[src/hw/rtl/tif_pkg.sv]
`default_nettype none
package tif_pkg;

	localparam int AXES_DEF = 6;

	localparam int AXIS_W  = 3;
	localparam int FORCE_W = 24;
	localparam int GAIN_W  = 24;
	localparam int DT_W    = 24;
	localparam int Y_W     = 32;
	localparam int SUM_W   = FORCE_W + 2;

	// shared digit-serial multiplier
	localparam int DIG_W         = 8;
	localparam int B_W           = 32;
	localparam int A_W           = 53;
	localparam int PROD_W        = 86;
	localparam int DIGITS_WIDE   = 4;
	localparam int DIGITS_NARROW = 3;

	// weights and quotient
	localparam int BDT_W  = GAIN_W + DT_W;
	localparam int M4_SH  = 26;
	localparam int M8_SH  = 27;
	localparam int NUM_W  = 86;
	localparam int DEN_W  = 51;
	localparam int Q_W    = 32;
	localparam int QCNT_W = 5;

	localparam logic [DT_W-1:0]       DT_RESET = 24'd16777;
	localparam logic signed [Y_W-1:0] Y_MAX    = 32'sh7FFF_FFFF;
	localparam logic signed [Y_W-1:0] Y_MIN    = 32'sh8000_0000;

	typedef struct packed {
		logic signed [FORCE_W-1:0] x1;
		logic signed [FORCE_W-1:0] x2;
		logic signed [Y_W-1:0]     y1;
		logic signed [Y_W-1:0]     y2;
	} hist_t;

	typedef struct packed {
		logic  en;
		hist_t data;
	} hist_wr_t;

	typedef struct packed {
		logic start;
		logic wide;
	} mac_cmd_t;

	typedef struct packed {
		logic           over;
		logic           neg;
		logic [Q_W-1:0] q;
	} div_res_t;

endpackage
`default_nettype wire

[src/hw/rtl/tif_if.sv]
`default_nettype none
interface tif_in_if import tif_pkg::*; ();
	logic                      valid;
	logic                      ready;
	logic [AXIS_W-1:0]         axis;
	logic signed [FORCE_W-1:0] force_req;
	logic [GAIN_W-1:0]         mass;
	logic [GAIN_W-1:0]         damping;
	logic [GAIN_W-1:0]         stiffness;
	logic                      restart;

	modport source (output valid, axis, force_req, mass, damping, stiffness, restart,
		input ready);
	modport sink (input valid, axis, force_req, mass, damping, stiffness, restart,
		output ready);
	modport monitor (input valid, ready, axis, force_req, mass, damping, stiffness, restart);
endinterface

interface tif_out_if import tif_pkg::*; ();
	logic                  valid;
	logic                  ready;
	logic [AXIS_W-1:0]     out_axis;
	logic signed [Y_W-1:0] displacement;
	logic                  divide_error;

	modport source (output valid, out_axis, displacement, divide_error, input ready);
	modport sink (input valid, out_axis, displacement, divide_error, output ready);
	modport monitor (input valid, ready, out_axis, displacement, divide_error);
endinterface
`default_nettype wire

[src/hw/rtl/tustin_impedance_filter.sv]
`default_nettype none
// Per-axis second-order impedance filter in bilinear form: one displacement beat
// (signed Q8.24, saturated) per force beat, with two force and two displacement
// samples of history kept for each of AXES axes; restart clears one axis before
// its sample is used, and a zero w1 denominator returns zero with divide_error.
// For each item on a valid axis, 20 digit steps of the shared 53 x 9 bit
// multiply-accumulate unit build t2, B*dt, K*t2 and the numerator, then a
// 32-step restoring quotient loop produces the result.
// A new item is taken as soon as the previous result sits in the output
// register; one item is worked on at a time. The user must write sample_period
// through cfg_we/cfg_wdata only while the block is idle, which is not enforced.
module tustin_impedance_filter import tif_pkg::*; #(
	parameter int AXES = AXES_DEF
) (
	input  wire logic            clk,
	input  wire logic            arst_n,
	input  wire logic            cfg_we,
	input  wire logic [DT_W-1:0] cfg_wdata,
	tif_in_if.sink               sample,
	tif_out_if.source            result
);

	localparam int AXW = (AXES > 1) ? $clog2(AXES) : 1;

	typedef enum logic [6:0] {
		S_IDLE = 7'b0000001,
		S_MUL  = 7'b0000010,
		S_WGT  = 7'b0000100,
		S_KICK = 7'b0001000,
		S_ABS  = 7'b0010000,
		S_DIV  = 7'b0100000,
		S_DONE = 7'b1000000
	} state_t;

	typedef enum logic [2:0] {
		OP_DTDT = 3'd0,
		OP_BDT  = 3'd1,
		OP_KT2  = 3'd2,
		OP_TS   = 3'd3,
		OP_WY1  = 3'd4,
		OP_WY2  = 3'd5
	} op_t;

	state_t                    state_q;
	op_t                       op_q;
	logic [DT_W-1:0]           period_q;

	logic [AXIS_W-1:0]         axis_q;
	logic                      vld_q;
	logic signed [FORCE_W-1:0] x_q;
	logic signed [FORCE_W-1:0] x1_q;
	logic signed [Y_W-1:0]     y1_q;
	logic signed [Y_W-1:0]     y2_q;
	logic signed [SUM_W-1:0]   s_q;
	logic [GAIN_W-1:0]         mass_q;
	logic [GAIN_W-1:0]         damp_q;
	logic [GAIN_W-1:0]         stiff_q;

	logic [DT_W-1:0]           t2_q;
	logic [BDT_W-1:0]          bdt_q;
	logic [BDT_W-1:0]          kt2_q;
	logic [DEN_W-1:0]          w1_q;
	logic signed [A_W-1:0]     w2_q;
	logic signed [A_W-1:0]     w3_q;
	logic signed [NUM_W-1:0]   num_q;
	logic                      err_q;
	logic signed [Y_W-1:0]     y_q;

	logic                      out_valid_q;
	logic [AXIS_W-1:0]         out_axis_q;
	logic signed [Y_W-1:0]     disp_q;
	logic                      derr_q;

	logic                      accept;
	logic                      vld_in;
	logic                      out_free;
	hist_t                     hrd;
	hist_wr_t                  hwr;
	logic signed [FORCE_W-1:0] x1e;
	logic signed [FORCE_W-1:0] x2e;
	logic signed [SUM_W-1:0]   s_d;

	mac_cmd_t                  mac_cmd;
	op_t                       sel_op;
	logic signed [A_W-1:0]     mac_a;
	logic [B_W-1:0]            mac_b;
	logic                      mac_done;
	logic signed [PROD_W-1:0]  prod;

	logic                      div_start;
	logic                      div_done;
	div_res_t                  div_res;
	logic signed [Y_W-1:0]     y_sat;

	logic [A_W-1:0]            m4;
	logic [A_W-1:0]            m8;
	logic [A_W-1:0]            bdt2;
	logic [A_W-1:0]            kt2;
	logic [A_W-1:0]            w1_sum;

	assign sample.ready = (state_q == S_IDLE);
	assign accept       = sample.valid && sample.ready;
	assign vld_in       = 32'(sample.axis) < AXES;
	assign out_free     = !out_valid_q || result.ready;

	tif_hist #(.AXES(AXES)) u_hist (
		.clk    (clk),
		.arst_n (arst_n),
		.rd_idx (AXW'(sample.axis)),
		.rd     (hrd),
		.wr_idx (AXW'(axis_q)),
		.wr     (hwr)
	);

	always_comb begin
		x1e = sample.restart ? sample.force_req : hrd.x1;
		x2e = sample.restart ? sample.force_req : hrd.x2;
		s_d = SUM_W'(sample.force_req) + (SUM_W'(x1e) <<< 1) + SUM_W'(x2e);
	end

	always_comb begin
		hwr.en      = (state_q == S_DONE) && out_free && vld_q;
		hwr.data.x1 = x_q;
		hwr.data.x2 = x1_q;
		hwr.data.y1 = y_q;
		hwr.data.y2 = y1_q;
	end

	// op sequencing: start the first product on accept or kick, each next as the previous lands
	always_comb begin
		mac_cmd = '0;
		sel_op  = OP_DTDT;
		if (accept && vld_in) begin
			mac_cmd.start = 1'b1;
		end else if (state_q == S_KICK) begin
			mac_cmd.start = 1'b1;
			sel_op        = OP_WY1;
		end else if (state_q == S_MUL && mac_done) begin
			unique case (op_q)
				OP_DTDT: begin
					mac_cmd.start = 1'b1;
					sel_op        = OP_BDT;
				end
				OP_BDT: begin
					mac_cmd.start = 1'b1;
					sel_op        = OP_KT2;
				end
				OP_KT2: begin
					mac_cmd.start = 1'b1;
					sel_op        = OP_TS;
				end
				OP_WY1: begin
					mac_cmd.start = 1'b1;
					sel_op        = OP_WY2;
				end
				default: begin
					mac_cmd.start = 1'b0;
				end
			endcase
		end
		mac_cmd.wide = (sel_op == OP_WY1) || (sel_op == OP_WY2);

		unique case (sel_op)
			OP_DTDT: begin
				mac_a = $signed({{(A_W-DT_W){1'b0}}, period_q});
				mac_b = {period_q, {DIG_W{1'b0}}};
			end
			OP_BDT: begin
				mac_a = $signed({{(A_W-GAIN_W){1'b0}}, damp_q});
				mac_b = {period_q, {DIG_W{1'b0}}};
			end
			OP_KT2: begin
				mac_a = $signed({{(A_W-GAIN_W){1'b0}}, stiff_q});
				mac_b = {t2_q, {DIG_W{1'b0}}};
			end
			OP_TS: begin
				mac_a = A_W'(s_q);
				mac_b = {t2_q, {DIG_W{1'b0}}};
			end
			OP_WY1: begin
				mac_a = w2_q;
				mac_b = y1_q;
			end
			OP_WY2: begin
				mac_a = w3_q;
				mac_b = y2_q;
			end
			default: begin
				mac_a = '0;
				mac_b = '0;
			end
		endcase
	end

	tif_mac u_mac (
		.clk    (clk),
		.arst_n (arst_n),
		.cmd    (mac_cmd),
		.a      (mac_a),
		.b      (mac_b),
		.done   (mac_done),
		.prod   (prod)
	);

	always_comb begin
		m4     = A_W'(mass_q) << M4_SH;
		m8     = A_W'(mass_q) << M8_SH;
		bdt2   = A_W'(bdt_q) << 1;
		kt2    = A_W'(kt2_q);
		w1_sum = m4 + bdt2 + kt2;
	end

	assign div_start = (state_q == S_ABS);

	tif_div u_div (
		.clk    (clk),
		.arst_n (arst_n),
		.start  (div_start),
		.num    (num_q),
		.den    (w1_q),
		.done   (div_done),
		.res    (div_res)
	);

	always_comb begin
		if (div_res.neg) begin
			y_sat = (div_res.over || (div_res.q[Q_W-1] && |div_res.q[Q_W-2:0])) ?
				Y_MIN : $signed(-div_res.q);
		end else begin
			y_sat = (div_res.over || div_res.q[Q_W-1]) ? Y_MAX : $signed(div_res.q);
		end
	end

	always_ff @(posedge clk) begin
		if (accept) begin
			axis_q  <= sample.axis;
			vld_q   <= vld_in;
			x_q     <= sample.force_req;
			x1_q    <= x1e;
			y1_q    <= sample.restart ? '0 : hrd.y1;
			y2_q    <= sample.restart ? '0 : hrd.y2;
			s_q     <= s_d;
			mass_q  <= sample.mass;
			damp_q  <= sample.damping;
			stiff_q <= sample.stiffness;
			if (!vld_in) begin
				y_q   <= '0;
				err_q <= 1'b0;
			end
		end
		if (state_q == S_MUL && mac_done) begin
			unique case (op_q)
				OP_DTDT: t2_q  <= prod[2*DT_W-1:DT_W];
				OP_BDT:  bdt_q <= prod[BDT_W-1:0];
				OP_KT2:  kt2_q <= prod[BDT_W-1:0];
				OP_TS:   num_q <= prod <<< DT_W;
				OP_WY1, OP_WY2: num_q <= num_q - prod;
				default: num_q <= num_q;
			endcase
		end
		if (state_q == S_WGT) begin
			w1_q  <= w1_sum[DEN_W-1:0];
			w2_q  <= $signed((kt2 << 1) - m8);
			w3_q  <= $signed(kt2 + m4 - bdt2);
			err_q <= (w1_sum == '0);
		end
		if (state_q == S_DIV && div_done) begin
			y_q <= err_q ? '0 : y_sat;
		end
		if (state_q == S_DONE && out_free) begin
			out_axis_q <= axis_q;
			disp_q     <= y_q;
			derr_q     <= err_q;
		end
	end

	always_ff @(posedge clk or negedge arst_n) begin
		if (!arst_n) begin
			state_q     <= S_IDLE;
			op_q        <= OP_DTDT;
			period_q    <= DT_RESET;
			out_valid_q <= 1'b0;
		end else begin
			if (cfg_we) begin
				period_q <= cfg_wdata;
			end
			if (state_q == S_DONE && out_free) begin
				out_valid_q <= 1'b1;
			end else if (result.ready) begin
				out_valid_q <= 1'b0;
			end
			unique case (state_q)
				S_IDLE: begin
					if (accept) begin
						op_q    <= OP_DTDT;
						state_q <= vld_in ? S_MUL : S_DONE;
					end
				end
				S_MUL: begin
					if (mac_done) begin
						unique case (op_q)
							OP_DTDT: op_q <= OP_BDT;
							OP_BDT:  op_q <= OP_KT2;
							OP_KT2:  op_q <= OP_TS;
							OP_TS:   state_q <= S_WGT;
							OP_WY1:  op_q <= OP_WY2;
							OP_WY2:  state_q <= S_ABS;
							default: state_q <= S_IDLE;
						endcase
					end
				end
				S_WGT: begin
					state_q <= S_KICK;
				end
				S_KICK: begin
					op_q    <= OP_WY1;
					state_q <= S_MUL;
				end
				S_ABS: begin
					state_q <= S_DIV;
				end
				S_DIV: begin
					if (div_done) begin
						state_q <= S_DONE;
					end
				end
				S_DONE: begin
					if (out_free) begin
						state_q <= S_IDLE;
					end
				end
				default: begin
					state_q <= S_IDLE;
				end
			endcase
		end
	end

	assign result.valid        = out_valid_q;
	assign result.out_axis     = out_axis_q;
	assign result.displacement = disp_q;
	assign result.divide_error = derr_q;

endmodule
`default_nettype wire

[src/hw/rtl/tif_mac.sv]
`default_nettype none
module tif_mac import tif_pkg::*; (
	input  wire logic                     clk,
	input  wire logic                     arst_n,
	input  wire mac_cmd_t                 cmd,
	input  wire logic signed [A_W-1:0]    a,
	input  wire logic [B_W-1:0]           b,
	output logic                          done,
	output logic signed [PROD_W-1:0]      prod
);

	logic signed [A_W-1:0]       a_q;
	logic [B_W-1:0]              b_q;
	logic signed [PROD_W-1:0]    acc_q;
	logic [1:0]                  cnt_q;
	logic                        busy_q;
	logic                        done_q;

	logic signed [A_W-1:0]       a_sel;
	logic [B_W-1:0]              b_sel;
	logic [DIG_W-1:0]            dig;
	logic signed [DIG_W:0]       sdig;
	logic signed [A_W+DIG_W:0]   pp;
	logic signed [PROD_W-1:0]    base;
	logic signed [PROD_W-1:0]    acc_d;

	// MSB-first: acc = acc * 2^8 + a * digit, top digit signed for wide ops
	always_comb begin
		a_sel = cmd.start ? a : a_q;
		b_sel = cmd.start ? b : b_q;
		dig   = b_sel[B_W-1 -: DIG_W];
		sdig  = (cmd.start && cmd.wide) ? $signed({dig[DIG_W-1], dig}) : $signed({1'b0, dig});
		pp    = a_sel * sdig;
		base  = cmd.start ? '0 : (acc_q <<< DIG_W);
		acc_d = base + PROD_W'(pp);
	end

	always_ff @(posedge clk) begin
		if (cmd.start || busy_q) begin
			a_q   <= a_sel;
			b_q   <= b_sel << DIG_W;
			acc_q <= acc_d;
		end
	end

	always_ff @(posedge clk or negedge arst_n) begin
		if (!arst_n) begin
			cnt_q  <= '0;
			busy_q <= 1'b0;
			done_q <= 1'b0;
		end else begin
			done_q <= 1'b0;
			if (cmd.start) begin
				cnt_q  <= cmd.wide ? 2'(DIGITS_WIDE - 1) : 2'(DIGITS_NARROW - 1);
				busy_q <= 1'b1;
			end else if (busy_q) begin
				cnt_q <= cnt_q - 2'd1;
				if (cnt_q == 2'd1) begin
					busy_q <= 1'b0;
					done_q <= 1'b1;
				end
			end
		end
	end

	assign done = done_q;
	assign prod = acc_q;

endmodule
`default_nettype wire

[src/hw/rtl/tif_div.sv]
`default_nettype none
module tif_div import tif_pkg::*; (
	input  wire logic                    clk,
	input  wire logic                    arst_n,
	input  wire logic                    start,
	input  wire logic signed [NUM_W-1:0] num,
	input  wire logic [DEN_W-1:0]        den,
	output logic                         done,
	output div_res_t                     res
);

	logic [NUM_W-1:0]  mag_q;
	logic [DEN_W-1:0]  rem_q;
	logic [Q_W-1:0]    quo_q;
	logic [QCNT_W-1:0] cnt_q;
	logic              neg_q;
	logic              over_q;
	logic              chk_q;
	logic              run_q;
	logic              done_q;

	logic [DEN_W:0]    trial;
	logic [DEN_W:0]    diff;
	logic              ge;

	always_comb begin
		trial = {rem_q, quo_q[Q_W-1]};
		diff  = trial - {1'b0, den};
		ge    = trial >= {1'b0, den};
	end

	always_ff @(posedge clk) begin
		if (start) begin
			mag_q <= num[NUM_W-1] ? NUM_W'(-num) : NUM_W'(num);
			neg_q <= num[NUM_W-1];
		end
		if (chk_q) begin
			// quotient needs more than Q_W bits when high part >= den
			over_q <= mag_q[NUM_W-1:Q_W] >= (NUM_W-Q_W)'(den);
			rem_q  <= mag_q[Q_W+DEN_W-1:Q_W];
			quo_q  <= mag_q[Q_W-1:0];
		end else if (run_q) begin
			rem_q <= ge ? diff[DEN_W-1:0] : trial[DEN_W-1:0];
			quo_q <= {quo_q[Q_W-2:0], ge};
		end
	end

	always_ff @(posedge clk or negedge arst_n) begin
		if (!arst_n) begin
			chk_q  <= 1'b0;
			run_q  <= 1'b0;
			done_q <= 1'b0;
			cnt_q  <= '0;
		end else begin
			done_q <= 1'b0;
			chk_q  <= start;
			if (chk_q) begin
				run_q <= 1'b1;
				cnt_q <= QCNT_W'(Q_W - 1);
			end else if (run_q) begin
				cnt_q <= cnt_q - 1'b1;
				if (cnt_q == '0) begin
					run_q  <= 1'b0;
					done_q <= 1'b1;
				end
			end
		end
	end

	assign done     = done_q;
	assign res.over = over_q;
	assign res.neg  = neg_q;
	assign res.q    = quo_q;

endmodule
`default_nettype wire

[src/hw/rtl/tif_hist.sv]
`default_nettype none
module tif_hist import tif_pkg::*; #(
	parameter  int AXES = AXES_DEF,
	localparam int AXW  = (AXES > 1) ? $clog2(AXES) : 1
) (
	input  wire logic           clk,
	input  wire logic           arst_n,
	input  wire logic [AXW-1:0] rd_idx,
	output hist_t               rd,
	input  wire logic [AXW-1:0] wr_idx,
	input  wire hist_wr_t       wr
);

	hist_t hist_q [AXES];

	always_ff @(posedge clk or negedge arst_n) begin
		if (!arst_n) begin
			for (int i = 0; i < AXES; i++) begin
				hist_q[i] <= '0;
			end
		end else if (wr.en) begin
			hist_q[wr_idx] <= wr.data;
		end
	end

	assign rd = hist_q[rd_idx];

endmodule
`default_nettype wire

[src/flat_wrapper.sv]
// flat-port wrapper written by rule: the top's interface ports become plain ports
module tustin_impedance_filter_flat import tif_pkg::*;
#(
	parameter int AXES = AXES_DEF
)
  (clk, arst_n, cfg_we, cfg_wdata, sample_valid, sample_axis, sample_force_req, sample_mass, sample_damping, sample_stiffness, sample_restart, sample_ready, result_valid, result_out_axis, result_displacement, result_divide_error, result_ready);
  tif_in_if sample_i ();
  tif_out_if result_i ();
  input  wire logic clk;
  input  wire logic arst_n;
  input  wire logic cfg_we;
  input  wire logic [DT_W-1:0] cfg_wdata;
  input wire logic [$bits(sample_i.valid)-1:0] sample_valid;
  input wire logic [$bits(sample_i.axis)-1:0] sample_axis;
  input wire logic [$bits(sample_i.force_req)-1:0] sample_force_req;
  input wire logic [$bits(sample_i.mass)-1:0] sample_mass;
  input wire logic [$bits(sample_i.damping)-1:0] sample_damping;
  input wire logic [$bits(sample_i.stiffness)-1:0] sample_stiffness;
  input wire logic [$bits(sample_i.restart)-1:0] sample_restart;
  output wire logic [$bits(sample_i.ready)-1:0] sample_ready;
  output wire logic [$bits(result_i.valid)-1:0] result_valid;
  output wire logic [$bits(result_i.out_axis)-1:0] result_out_axis;
  output wire logic [$bits(result_i.displacement)-1:0] result_displacement;
  output wire logic [$bits(result_i.divide_error)-1:0] result_divide_error;
  input wire logic [$bits(result_i.ready)-1:0] result_ready;
  assign sample_i.valid = sample_valid;
  assign sample_i.axis = sample_axis;
  assign sample_i.force_req = sample_force_req;
  assign sample_i.mass = sample_mass;
  assign sample_i.damping = sample_damping;
  assign sample_i.stiffness = sample_stiffness;
  assign sample_i.restart = sample_restart;
  assign sample_ready = sample_i.ready;
  assign result_valid = result_i.valid;
  assign result_out_axis = result_i.out_axis;
  assign result_displacement = result_i.displacement;
  assign result_divide_error = result_i.divide_error;
  assign result_i.ready = result_ready;
  tustin_impedance_filter #(.AXES(AXES)) u_core (.clk(clk), .arst_n(arst_n), .cfg_we(cfg_we), .cfg_wdata(cfg_wdata), .sample(sample_i), .result(result_i));
endmodule
[config.mk]
export PLATFORM = sky130hd
export DESIGN_NAME = tustin_impedance_filter_flat
export DESIGN_NICKNAME = d
export VERILOG_FILES = /design/src/hw/rtl/tif_pkg.sv /design/src/hw/rtl/tif_if.sv /design/src/hw/rtl/tustin_impedance_filter.sv /design/src/hw/rtl/tif_mac.sv /design/src/hw/rtl/tif_div.sv /design/src/hw/rtl/tif_hist.sv /design/src/flat_wrapper.sv
export SDC_FILE = /design/constraint.sdc
export NUM_CORES = 2
export LEC_CHECK = 0
export BUFFER_PORTS_ARGS = -buffer_cell sky130_fd_sc_hd__clkbuf_2
export CORE_ASPECT_RATIO = 1.2
export CORE_MARGIN = 2
export CORE_UTILIZATION = 39
export CTS_BUF_LIST = sky130_fd_sc_hd__clkbuf_8
export DETAILED_ROUTE_END_ITERATION = 6
export HOLD_SLACK_MARGIN = 0.15
export PLACE_DENSITY_LB_ADDON = 0.2
export SKIP_CTS_REPAIR_TIMING = 1
export SYNTH_ARGS = -nofsm -noshare
export SYNTH_HDL_FRONTEND = slang
export SYNTH_SLANG_ARGS = --single-unit
[constraint.sdc]
create_clock -name clk -period 23.7 [get_ports clk]
set_input_delay 3.555 -clock clk [delete_from_list [all_inputs] [get_ports clk]]
set_output_delay 3.555 -clock clk [all_outputs]
set_load 0.01 [all_outputs]
==> flow_metrics.env <==
export IMPL_initialDrtViolationCount=6077
export IMPL_num_io_pins=167
export IMPL_cts_root_buffer_cell="clkbuf_8"
export IMPL_grt_first_pass_wirelength_um=519000
export IMPL_pre_cts_ws_ns=8.37
export IMPL_muxShareOfSynthArea_pct=11.4
export IMPL_synth_fa_ha_area_share_pct=16.0
export IMPL_crit_cells=33
export IMPL_setup_viol=0
export IMPL_async_flop_share_pct=42.4
export IMPL_r2r_setup_slack_ns=10.30
export IMPL_clockBufferDepth=4
export IMPL_cts_htree_levels=5
export IMPL_hold_slack_ns=0.460
export IMPL_startpoint_type="primary input"
export IMPL_die_h_um=580
export IMPL_relSlewSlack_pct=14.2
export IMPL_synthFlopType="edfxtp_1"
export IMPL_path_class="in -> reg"
export IMPL_synth_top_family_by_area="adder cells"
export IMPL_r2r_cells=35
export IMPL_gp_congestion=0.931
export IMPL_cp_num_buf_inv=8
export IMPL_first_global_vias=79214
export IMPL_cp_arrival_ns=15.29
export IMPL_chipWidth_um=484
export IMPL_critical_path_required_ns=24.38
export IMPL_synth_warnings=0
export IMPL_critical_path_slowest_cell="buf_4"
export IMPL_drtAntennaViolNets=0
export IMPL_rsz0062_at_grt="false"
export IMPL_coreArea_um2=275000
export IMPL_whs_path_depth=0
export IMPL_synth_compound_area_share_pct=10.9
export IMPL_drv_cap=0
export IMPL_cpPeakStageDelay_ns=0.91
export IMPL_rows=211
export IMPL_status="finished clean"
export IMPL_critPathCaptureType="flop"
export IMPL_clock_latency_ns=1.00
export IMPL_hpwl_um=254000
export IMPL_layout_drive_gt1_share_pct=17.6
export IMPL_cts_buffers=312
export IMPL_grt_overflow=0
export IMPL_setup_ws_ns=9.09
export IMPL_tightest_slew_ns=1.27
export IMPL_synth_simple_gate_area_share_pct=9.08
export IMPL_synth_cell_types=87
export IMPL_fin_crit_ns=14.61
export IMPL_cts_sinks=1694
export IMPL_antenna_found_initial=31
export IMPL_grt_max_degree=171
export IMPL_initial_utilization_pct=39.2
export IMPL_die_area_um2=281000
export IMPL_final_setup_tns_ns=0
export IMPL_avgSynthCellArea_um2=11.2
export IMPL_synth_edf_count=975
export IMPL_hold_path_class="reg -> reg"
export IMPL_cp_common_cell="fa_1"
export IMPL_wl_per_cell_um=25.7
export IMPL_remaining_drc_errors=0
export IMPL_hold_violations=0
export IMPL_wl_um=349000
export IMPL_crit_family="buffers and inverters"
export IMPL_fin_util_pct=43.2
export IMPL_first_pass_iters=6
export IMPL_timing_final_crit_share_pct=61.6
export IMPL_grt_util_all_layers_pct=24.5
export IMPL_clk_pin_slew_ns=0.05
export IMPL_io_buffers=166
export IMPL_synth_cell_area_um2=108000
export IMPL_fmax_mhz=68.5
export IMPL_synth_xor_area_share_pct=3.81
export IMPL_vias=76222
export IMPL_cts_tree="built"
export IMPL_synth_seq_cells=1694
export IMPL_area_growth_pct=10.1
export IMPL_synthCells=9603
export IMPL_nets=10926
export IMPL_fin_skew_ns=0.0869
export IMPL_cp_max_fo=89
export IMPL_synth_fp_nets=10800
export IMPL_ys_seq_area_share_pct=43.8
export IMPL_vias_per_cell=5.60
export IMPL_final_max_slew_viol_count=0
==> per-layer routing <==
| metal | GRT usage [%] | up-vias | wire [um] |
|---|---|---|---|
| met5 | 0 | - | 21 |
| met4 | 11.3 | 4 | 18200 |
| met3 | 3.53 | 674 | 19000 |
| met2 | 42.9 | 2448 | 174000 |
| met1 | 29.8 | 38985 | 138000 |
| li1 | - | 34111 | - |
==> worst register-to-register path, delay by kind of cell (launching register included) <==
family	cells	cell delay, ns
DFF	1	0.39
xor gates and xnor gates	1	0.12
AOI/OAI and AO/OA	10	3.15
adders and majority gates	6	2.77
and+or+nand+nor	11	3.49
buffers and inverters	7	3.18
==> synth_stat cells (125+ instances only) <==
cell        n  area share (%)
edfxtp_1  975              27
mux2_2    864             9.0
a21o_1    207             1.4
ha_1      555             6.4
clkbuf_1  394             1.4
inv_1     974             3.4
a21oi_1   519             2.4
nand2_1   656             2.3
xor2_1    125             1.0
o21ai_0   372             1.7
nor2_1    784             2.7
fa_1      513             9.5
a22oi_1   130            0.90
dfrtp_1   713              17
xnor2_1   344             2.8
==> cell families after synthesis <==
logic type	Yosys count
mux	983
buf+inv	1419
simple gates	2132
flops	1694
compound gates	1838
fa+ha+maj	1068
xor+xnor	469
==> through the flow <==
stage	cells	instance area [um2]
finish	13607	119000
global route	13597	119000
CTS	13592	119000
detailed placement	13036	113000
global placement	13036	113000
floorplan	9603	108000
==> cell usage in the layout, fill, tap and decap left out, drive strengths merged, types with 24 or more instances in the layout <==
cell	count
or3	48
a21oi	519
a211oi	28
clkbuf	526
a222oi	24
fa	513
xor2	125
and3	34
nor4	32
o21a	37
nor2	784
nand4	109
nand3	79
edfxtp	975
inv	1071
clkinv	78
ha	555
a21o	207
o21bai	91
nor3	73
a221oi	57
o31ai	55
o21ai	383
nor2b	75
a21boi	64
nand2	656
mux4	112
and2	26
mux2	864
xnor2	344
a31oi	72
a22oi	130
dfrtp	713
buf	94
nand2b	107
o41ai	26
==> cell type report <==
type / instances / area, um2
clock inverter: 192 / 1140
clock buffer: 364 / 5010
inverter: 975 / 3670
timing repair buffer: 256 / 1610
multi-input combinational: 6490 / 55500
sequential: 1694 / 47300
tap: 3621 / 4530
antenna: 15 / 37.5
fill: 25993 / 156000
==> final timing paths <==
| check | startpoint | endpoint |
|---|---|---|
| max | sample_valid | u_core.u_mac.prod[78] |
| min | u_core.kt2_q[0] | u_core.w3_q[0] |
| max reg2reg | u_core.state_q[5] | u_core.u_mac.prod[78] |
| min reg2reg | u_core.kt2_q[0] | u_core.w3_q[0] |
| max in group asynchronous | arst_n | u_core.u_div.chk_q |
| min in group asynchronous | arst_n | u_core.u_hist.hist_q[202] |
==> state kept, by name (all words and copies together), names as in the netlist, 48 cells and up <==
name,count
u_core.u_hist.hist_q,672
u_core.num_q,86
u_core.u_div.mag_q,86
u_core.u_mac.prod,86
u_core.u_mac.a_q,53
u_core.w3_q,53
u_core.u_div.rem_q,51
u_core.w2_q,50
u_core.w1_q,49
u_core.bdt_q,48
u_core.kt2_q,48
Power is not shown: default switching activity piles up to over one toggle a cycle in this logic, so the estimate is an artifact.
